`config.mk`:
```
export PLATFORM = sky130hd
export DESIGN_NAME = indexed_sequence_buffer_core
export DESIGN_NICKNAME = d
export VERILOG_FILES = /design/src/rtl/isb_pkg.sv /design/src/rtl/indexed_sequence_buffer_core.sv /design/src/rtl/isb_cell.sv
export SDC_FILE = /design/constraint.sdc
export NUM_CORES = 2
export LEC_CHECK = 0
export BUFFER_PORTS_ARGS = -buffer_cell sky130_fd_sc_hd__clkbuf_2
export CAP_MARGIN = 30
export CORE_MARGIN = 3
export CORE_UTILIZATION = 51
export DETAILED_ROUTE_END_ITERATION = 6
export PLACE_DENSITY = 0.67
export SKIP_LAST_GASP = 1
export SYNTH_ARGS = -nofsm -noshare
export SYNTH_HDL_FRONTEND = slang
export SYNTH_SLANG_ARGS = --single-unit
```
`constraint.sdc`:
```
create_clock -name clk -period 8.2 [get_ports clk]
set_input_delay 1.64 -clock clk [delete_from_list [all_inputs] [get_ports clk]]
set_output_delay 1.64 -clock clk [all_outputs]
set_load 0.005 [all_outputs]
```
`src/rtl/isb_pkg.sv`:
```
// Package with the types, codes and constants of the indexed sequence buffer.
package isb_pkg;

  localparam int DATA_W     = 32;
  localparam int POS_W      = 4;
  localparam int COUNT_W    = 5;
  localparam int CAPACITY_D = 16;

  typedef enum logic [1:0] {
    OP_INSERT = 2'd0,
    OP_READ   = 2'd1,
    OP_DELETE = 2'd2
  } op_t;

  typedef enum logic [1:0] {
    ST_DONE  = 2'd0,
    ST_RANGE = 2'd1,
    ST_FULL  = 2'd2
  } status_t;

  localparam logic [DATA_W-1:0] NOT_FOUND = '1;

  // Broadcast control that every cell of the chain sees in the same cycle.
  typedef struct packed {
    logic              ins;
    logic              del;
    logic [POS_W-1:0]  pos;
    logic [DATA_W-1:0] wdata;
  } cell_ctl_t;

endpackage

```
`src/rtl/indexed_sequence_buffer_core.sv`:
```
// Top level of the indexed sequence buffer: control, status and the cell chain.
//
// The block holds an ordered list of up to CAPACITY signed 32-bit words in a
// row of cells, one word per cell. Each transaction on the input channel
// carries an opcode (insert, read or delete), a position and a data word, and
// produces exactly one result transaction with a status, the word read and
// the entry count after the operation. An insert at a position from zero to
// the count shifts the later cells up by one, and a delete
// shifts them down; a read selects the cell at the position. A position out
// of range, or an unused opcode, answers status out-of-range with a data word
// of all ones and leaves the list unchanged; an in-range insert into a full
// list answers status full. The block takes one transaction per clock cycle:
// the whole chain updates in the cycle of acceptance and the result is
// registered, so it appears on the output the cycle after. The input is held
// off only during reset or while a result waits and out_ready is low. Only
// positions 0 to 15 can be addressed, and entry_count shows the count modulo 32.
module indexed_sequence_buffer_core
  import isb_pkg::*;
#(
  parameter int CAPACITY = CAPACITY_D
) (
  input  logic                     clk,
  input  logic                     rst,
  input  logic                     in_valid,
  output logic                     in_ready,
  input  logic [1:0]               opcode,
  input  logic [POS_W-1:0]         position,
  input  logic signed [DATA_W-1:0] data_in,
  output logic                     out_valid,
  input  logic                     out_ready,
  output logic [1:0]               status,
  output logic signed [DATA_W-1:0] data_out,
  output logic [COUNT_W-1:0]       entry_count
);

  // Width of the entry counter, which must be able to hold CAPACITY itself.
  localparam int CNT_W = $clog2(CAPACITY + 1);
  // Width used to compare positions with the count and cell indexes.
  localparam int CMP_W = (CNT_W > POS_W) ? CNT_W : POS_W;
  localparam int IDX_W = ($clog2(CAPACITY) > POS_W) ? $clog2(CAPACITY) : POS_W;
  // Only the first cells can be reached by a read, since the position is narrow.
  localparam int RD_N  = (CAPACITY < (2 ** POS_W)) ? CAPACITY : (2 ** POS_W);
  localparam logic [CMP_W-1:0] CAP_C = CMP_W'(CAPACITY);

  logic [CNT_W-1:0]  count;
  logic [CNT_W-1:0]  count_next;
  logic [DATA_W-1:0] cell_q [CAPACITY];
  logic [DATA_W-1:0] rd_word;
  logic [CMP_W-1:0]  pos_c;
  logic [CMP_W-1:0]  cnt_c;
  logic              accept;
  cell_ctl_t         ctl;
  status_t           st;
  logic [DATA_W-1:0] result_word;

  // A new transaction may enter whenever the output register is empty or is
  // being drained in this same cycle.
  assign in_ready = !rst && (!out_valid || out_ready);
  assign accept   = in_valid && in_ready;

  assign pos_c = CMP_W'(position);
  assign cnt_c = CMP_W'(count);

  // Read selection over the addressable cells; cells beyond the count are
  // never selected because the range check blocks those reads.
  always_comb begin
    rd_word = '0;
    for (int i = 0; i < RD_N; i++) begin
      if (POS_W'(i) == position) begin
        rd_word = cell_q[i];
      end
    end
  end

  // Decode the operation, check the range first and then the fill level, and
  // form the broadcast control for the chain.
  always_comb begin
    st          = ST_DONE;
    count_next  = count;
    result_word = '0;
    ctl.ins     = 1'b0;
    ctl.del     = 1'b0;
    ctl.pos     = position;
    ctl.wdata   = data_in;
    unique case (op_t'(opcode))
      OP_INSERT: begin
        if (pos_c > cnt_c) begin
          st = ST_RANGE;
        end else if (cnt_c >= CAP_C) begin
          st = ST_FULL;
        end else begin
          ctl.ins    = accept;
          count_next = count + CNT_W'(1);
        end
      end
      OP_READ: begin
        if (pos_c >= cnt_c) begin
          st = ST_RANGE;
        end else begin
          result_word = rd_word;
        end
      end
      OP_DELETE: begin
        if (pos_c >= cnt_c) begin
          st = ST_RANGE;
        end else begin
          ctl.del    = accept;
          count_next = count - CNT_W'(1);
        end
      end
      default: begin
        st = ST_RANGE;
      end
    endcase
    if (st != ST_DONE) begin
      result_word = NOT_FOUND;
    end
  end

  // The chain of cells. The first cell sees the incoming word on its left and
  // the last cell sees itself on its right, so the ends stay well defined.
  for (genvar g = 0; g < CAPACITY; g++) begin : g_cell
    logic [DATA_W-1:0] left_d;
    logic [DATA_W-1:0] right_d;

    if (g == 0) begin : g_first
      assign left_d = data_in;
    end else begin : g_mid_l
      assign left_d = cell_q[g-1];
    end

    if (g == CAPACITY - 1) begin : g_last
      assign right_d = cell_q[g];
    end else begin : g_mid_r
      assign right_d = cell_q[g+1];
    end

    isb_cell #(
      .INDEX (g),
      .IDX_W (IDX_W)
    ) u_cell (
      .clk        (clk),
      .ctl        (ctl),
      .left_data  (left_d),
      .right_data (right_d),
      .value      (cell_q[g])
    );
  end

  // Entry count and output valid are control state and clear on reset.
  always_ff @(posedge clk) begin
    if (rst) begin
      count     <= '0;
      out_valid <= 1'b0;
    end else begin
      if (accept) begin
        count     <= count_next;
        out_valid <= 1'b1;
      end else if (out_ready) begin
        out_valid <= 1'b0;
      end
    end
  end

  // Result payload register, loaded with each accepted transaction.
  always_ff @(posedge clk) begin
    if (accept) begin
      status      <= st;
      data_out    <= result_word;
      entry_count <= COUNT_W'(count_next);
    end
  end

endmodule

```
`src/rtl/isb_cell.sv`:
```
// One storage cell of the sequence chain, holding the entry at a fixed index.
module isb_cell
  import isb_pkg::*;
#(
  parameter int INDEX = 0,
  parameter int IDX_W = POS_W
) (
  input  logic              clk,
  input  cell_ctl_t         ctl,
  input  logic [DATA_W-1:0] left_data,
  input  logic [DATA_W-1:0] right_data,
  output logic [DATA_W-1:0] value
);

  localparam logic [IDX_W-1:0] MY_IDX = IDX_W'(INDEX);

  logic [IDX_W-1:0] pos_ext;
  logic             at_pos;
  logic             after_pos;
  logic [DATA_W-1:0] value_next;

  assign pos_ext   = IDX_W'(ctl.pos);
  assign at_pos    = (MY_IDX == pos_ext);
  assign after_pos = (MY_IDX > pos_ext);

  // On insert the cell at the position takes the new word and later cells
  // take their left neighbor; on delete the cell at the position and later
  // ones take their right neighbor.
  always_comb begin
    value_next = value;
    priority if (ctl.ins) begin
      if (at_pos) begin
        value_next = ctl.wdata;
      end else if (after_pos) begin
        value_next = left_data;
      end
    end else if (ctl.del) begin
      if (at_pos || after_pos) begin
        value_next = right_data;
      end
    end
  end

  always_ff @(posedge clk) begin
    value <= value_next;
  end

endmodule

```
Yosys cells after proc, flatten, opt, wreduce, memory -nomap -nowiden:

Index checks and enable logic that the tools add are counted.

* equal/unequal tests: 32
* add/sub/neg operators: 2
* multiplexer cells: 110
* reduce and logical (&&, ||, !) cells: 58
* magnitude comparators: 19

Operator list (count)
* two-way mux 32 bit: 95
* != test 3 x 1 -> 1 bit, second input constant: 15
* AND reduction 3 bit: 15
* nonzero test 2 bit: 19
* equality test 4 bit, first input constant: 8
* > comparator 4 bit, first input constant: 8
* equality test 3 x 4 -> 1 bit, first input constant: 4
* > comparator 3 x 4 -> 1 bit, first input constant: 4
* logical OR 1 bit: 16
* two-way mux 5 bit: 3
* one-hot mux 5 bit (2 select lines): 1
* equality test 2 x 4 -> 1 bit, first input constant: 2
* > comparator 1 x 4 -> 1 bit, first input constant: 2
* > comparator 2 x 4 -> 1 bit, first input constant: 2
* two-way mux 1 bit: 8
* adder 5 x 1 -> 5 bit, second input constant: 1
* greater-or-equal comparator 4 x 5 -> 1 bit: 1
* greater-or-equal comparator 5 bit, second input constant: 1
* > comparator 4 x 5 -> 1 bit: 1
* subtractor 5 x 1 -> 5 bit, second input constant: 1
* equality test 1 x 4 -> 1 bit, first input constant: 1
* logical NOT 4 bit: 1
* two-way mux 2 bit: 2
* one-hot mux 2 bit (2 select lines): 1
* 7 further kinds: 9

* input port bits: 42
* flip-flop bits (word level): 557
* word-level logic and storage cells: 242
* output and inout port bits: 41

Depth between registers and ports, before layout:

* word-level depth: 19
* gate-level depth with buffers: 15
* mapped depth without buffers: 8

Cells and area by module:

A second synthesis with hierarchy kept.

* cell total of the unflattened synthesis: 3227
* area, all modules: 34093.9 sq um

Modules (own cells, without submodules)
* indexed_sequence_buffer_core: area each 7323.3 sq um, seq. area each 1291.2 sq um, cells an instance 963, times used 1
* isb_cell (g_cell[4].u_cell): area each 1695.4 sq um, seq. area each 960.9 sq um, cells an instance 142, times used 1
* isb_cell (g_cell[8].u_cell): area each 1695.4 sq um, seq. area each 960.9 sq um, cells an instance 143, times used 1
* isb_cell (g_cell[10].u_cell): area each 1689.1 sq um, seq. area each 960.9 sq um, cells an instance 143, times used 1
* isb_cell (g_cell[12].u_cell): area each 1687.9 sq um, seq. area each 960.9 sq um, cells an instance 142, times used 1
* isb_cell (g_cell[9].u_cell): area each 1685.4 sq um, seq. area each 960.9 sq um, cells an instance 142, times used 1
* isb_cell (g_cell[6].u_cell): area each 1684.1 sq um, seq. area each 960.9 sq um, cells an instance 142, times used 1
* isb_cell (g_cell[5].u_cell): area each 1682.9 sq um, seq. area each 960.9 sq um, cells an instance 142, times used 1
* isb_cell (g_cell[2].u_cell): area each 1669.1 sq um, seq. area each 960.9 sq um, cells an instance 141, times used 1
* isb_cell (g_cell[7].u_cell): area each 1667.8 sq um, seq. area each 960.9 sq um, cells an instance 141, times used 1
* isb_cell (g_cell[1].u_cell): area each 1666.6 sq um, seq. area each 960.9 sq um, cells an instance 141, times used 1
* isb_cell (g_cell[3].u_cell): area each 1665.3 sq um, seq. area each 960.9 sq um, cells an instance 142, times used 1
* isb_cell (g_cell[14].u_cell): area each 1661.6 sq um, seq. area each 960.9 sq um, cells an instance 141, times used 1
* isb_cell (g_cell[13].u_cell): area each 1659.1 sq um, seq. area each 960.9 sq um, cells an instance 141, times used 1
* +3 rows

Worst setup path after synthesis:

No wires, ideal clock.

* kind: input -> register
* start point: in position[0]
* end point: reg g_cell[0].u_cell.value[0] (enable)
* slack: 1.226 ns
* setup time: 0.502 ns
* data required time: 7.698 ns
* arrival time: 6.472 ns
* stages on the path: 12
* buffers on the path: 5
* path through: buf_6 buf_6 inv_1 buf_2 ha_1 nand4_1 o22ai_2 and3_1 buf_2 buf_6 a21oi_2 nor4_1

* word-level cells in the longest chain between the ends: 5
* elaborated cells between the ends (all ways): 13
* classes of those cells: order compare (3); eq/ne (1); mux (4); reduce/logical (5)

Ends and longest elaborated chain
* start: declaration: RTL line indexed_sequence_buffer_core.sv:27 `input logic [POS_W-1:0] position,`
* > comparator 4 x 5 -> 1 bit / greater-or-equal comparator 4 x 5 -> 1 bit (equally long branches): RTL line indexed_sequence_buffer_core.sv:87, indexed_sequence_buffer_core.sv:104
* two-way mux 1 bit, on equally long branches: RTL line indexed_sequence_buffer_core.sv:87, indexed_sequence_buffer_core.sv:104
* two-way mux 1 bit: RTL line indexed_sequence_buffer_core.sv:85 `unique case (op_t'(opcode))`
* != test 3 x 1 -> 1 bit (no line) / nonzero test 2 bit (equally long branches)
* AND reduction 3 bit (no line) (*)
* end signal: assignment: RTL line isb_cell.sv:45 `value <= value_next;`
* end: declaration: RTL line isb_cell.sv:12 `output logic [DATA_W-1:0] value`

Mark *: on every way between the ends. The rest lies on a longest branch, timed or not.
A chain may end at the register's enable or synchronous reset.

Worst setup path in the final report:

* start point: in position[0]
* end point: reg g_cell[2].u_cell.value[22] (enable)

* word-level cells in the longest chain between the ends: 5
* elaborated cells between the ends (all ways): 13
* classes of those cells: order compare (3); eq/ne (2); mux (4); reduce/logical (4)

Ends and longest elaborated chain (RTL line)
* > comparator 4 x 5 -> 1 bit / greater-or-equal comparator 4 x 5 -> 1 bit (equally long branches): indexed_sequence_buffer_core.sv:87, indexed_sequence_buffer_core.sv:104
* two-way mux 1 bit, on equally long branches: indexed_sequence_buffer_core.sv:87, indexed_sequence_buffer_core.sv:104
* two-way mux 1 bit: indexed_sequence_buffer_core.sv:85
* != test 3 x 1 -> 1 bit (no line) / nonzero test 2 bit (equally long branches)
* AND reduction 3 bit (no line) (*)
* end signal: assignment: isb_cell.sv:45
* end: declaration: isb_cell.sv:12

Marked as above.

==> qor.yml <==
ys_types: 73
cts_root_buf: "clkbuf_16"
nets: 3156
synthArstFlopShare_pct: 0
min-delay-start: "cnt_c[3]$_SDFFE_PP0P_"
grtUsageTotal_pct: 28.6
hold_buffers: 0
final.min_clock_period_ns: 4.80
n_fill_cell: 5293
drive_above_1_share_pct: 9.76
worst_path_max_delay_cell: "and3b_2"
routed_wl_um: 97400
rsz0062_at_grt: "no"
rows: 91
synthCells: 3190
slowest_delay_ns: 0.88
drt_iter0_markers: 3921
ir_worst_vdd_v: 0.000148
cap_violations: 0
place_inst: 3877
first_pass_iters: 6
yosys_warnings: 0
finalNonFillerCells: 3984
antenna_found_initial: 3
syn_to_final_growth_pct: 7.85
drc: 0
cp_data_arrival_time_ns: 5.05
post_cts_resized: 0
wire_per_inst_um: 24.5
place_congestion: 0.891
yosysTopAreaCellShare_pct: 51.5
ys_seq_area_share_pct: 51.9
power_density_mw_per_mm2: 185
relSlewSlack_pct: 34.0
synth_nets: 3242
fp.dieW_um: 257
syn_area_sq_mm: 0.0321
cts_inserted_buffers: 60
synth-seq-cells: 557
intPower_uw: 4780
r2r-start: "cnt_c[2]$_SDFFE_PP0P_"
cts_setup_buffers: 0
criticalPathCategory: "primary input to register"
cts_tree: "done"
cts.clk_slew.worst_paths_ns: 0.06
grt_max_degree: 184
num_vias: 25600
place_area_sq_mm: 0.0329
finish.instance_area_sq_mm: 0.0347
seqCellArea_sq_mm: 0.0167
p_sw_uw: 1620
drv_slew: 0
pwr-share-comb_pct: 10.3
start_util_pct: 51.8
p_clk_share_pct: 39.2
synth-edff-count: 551
cts.htree.levels: 2
crit_chain: "buf_6 > inv_1 > ha_1 > nand4_1 > o22ai_2 > and3_4 > a21oi_4 > buf_12 > and3b_2"
leakagePower_uw: 0.0117
max_freq_mhz: 208
fp.coreArea_sq_mm: 0.0621
final_antenna_net_count: 0
grt_pass1_vias: 23600
crit_start: "position[0]"
grt_pass1_wl_um: 148000
port_buffers: 82
period_share_pct: 58.6
p_seq_share_pct: 50.5
overflow: 0
multi_input_area_sq_mm: 0.0140
setup_tns_ns: 0
finalSetupViolCount: 0
synth-main-ff-cell: "edfxtp_1"
vias_per_cell: 6.42
critPathMaxFanout: 35
status: "finished clean"
holdCritPathClass: "register to register"
cp.required_ns: 8.44
yosys-top-cells-area: "edfxtp_1 51%, mux2i_1 10%, nor2_1 5.8%"
finalHoldViolations: 0
synth_largest_area_cell: "edfxtp_1"
finClkSkew_ns: 0.0142
dp_hpwl_um: 66100
cts_buffer_depth: 3
die_area_sq_mm: 0.0661
worst_slew_pin_slew_ns: 0.988
switching_share_pct: 25.3
die_height_um: 257
ios: 83
avgSynthCellArea_sq_um: 10.1
clock_latency_ns: 0.63
startpoint_type: "primary input"
cp-end-kind: "register"
cts_sinks: 557
==> worst paths after layout <==
path	cells after the start	slack [ns]	endpoint
max	9	3.40	g_cell[2].u_cell.value[22]$_DFFE_PP_
min	2	0.54	cnt_c[3]$_SDFFE_PP0P_
max reg2reg	8	4.55	g_cell[2].u_cell.value[22]$_DFFE_PP_
min reg2reg	2	0.54	cnt_c[3]$_SDFFE_PP0P_
==> stage by stage <==
stage	util, %	hold slack, ns	total power [uW]	worst slack, ns
after floorplan	-	0.478	3700	1.23
after global routing	55.9	0.577	6600	3.22
after detailed placement	53.0	0.517	3930	2.63
after CTS	55.8	0.532	6420	3.29
after global placement	52.7	0.497	3910	2.74
final	55.9	0.541	6400	3.40
==> power groups by stage <==
stage / Sequential (uW) / Combinational (uW) / Clock (uW)
global route: 3240 / 706 / 2650
global placement: 3290 / 614 / 0
finish: 3240 / 658 / 2510
detailed placement: 3290 / 638 / 0
CTS: 3230 / 640 / 2540
floorplan: 3270 / 421 / 0
==> placed cells by master, fill, tap and decap left out, drive strengths merged, types with 5 or more instances in the layout <==
cell	instances
a211oi	10
nand3b	8
nand2	453
dfxtp	6
or3	5
edfxtp	551
mux2i	333
a31oi	165
clkinv	17
nor3	12
o21ai	100
nand3	18
mux4	14
a221oi	36
and3	12
a21oi	371
o22ai	37
o21a	12
nor2	500
o211ai	7
nand4	5
inv	29
mux2	63
ha	10
clkbuf	164
a22oi	35
nand2b	14
buf	65
nor2b	12
o221ai	35
==> cell type report <==
type	count	share of cell area [%]
Inverter	29	0.314
Clock inverter	19	0.321
Timing Repair Buffer	144	3.21
Sequential cell	557	48.1
Multi-Input combinational cell	2312	40.4
Tap cell	837	3.02
Clock buffer	85	4.66
Antenna cell	1	0.00722
==> synth_stat cells, types with 28 or more instances <==
cell type / n
edfxtp_1: 551
nor2_1: 493
nand2_1: 453
a21oi_1: 369
mux2i_1: 333
a31oi_1: 165
buf_2: 129
clkbuf_1: 85
o21ai_0: 80
buf_4: 58
a221oi_1: 36
o22ai_1: 36
a22oi_1: 35
o221ai_1: 35
mux2_2: 33
mux2_1: 30
inv_1: 28
==> kinds of logic after synthesis <==
kind of cell | count (synthesis) | synth area share [%]
fa+ha+maj | 10 | 0.389
mux | 410 | 13.6
simple gates | 1049 | 13.2
buf+inv | 321 | 5.28
flops | 557 | 51.9
compound gates | 843 | 15.7
==> per-layer routing <==
metal  share of wire, %  track usage, %  up-vias  wire (um)
met3                 13            8.76      142      13000
met2                 40            38.6     1589      39000
met1                 44            43.9    12300      42800
met5              0.013               0        -         13
li1                   -               -    11600          -
met4                2.7            8.24        2       2590
==> sequential cells by signal (all words and copies together), names as in the netlist <==
name and count:
cnt_c 5, g_cell.u_cell.value 512, entry_count 5, status 2, out_valid 1, data_out 32
==> worst max-delay path: cells and delay by family <==
family / cells / cell delay, ns
buffers and inverters: 3 / 0.83
and+or+nand+nor: 3 / 1.74
AOI/OAI and AO/OA: 2 / 0.40
adders and majority gates: 1 / 0.38
Power figures use the tool's default switching activity.
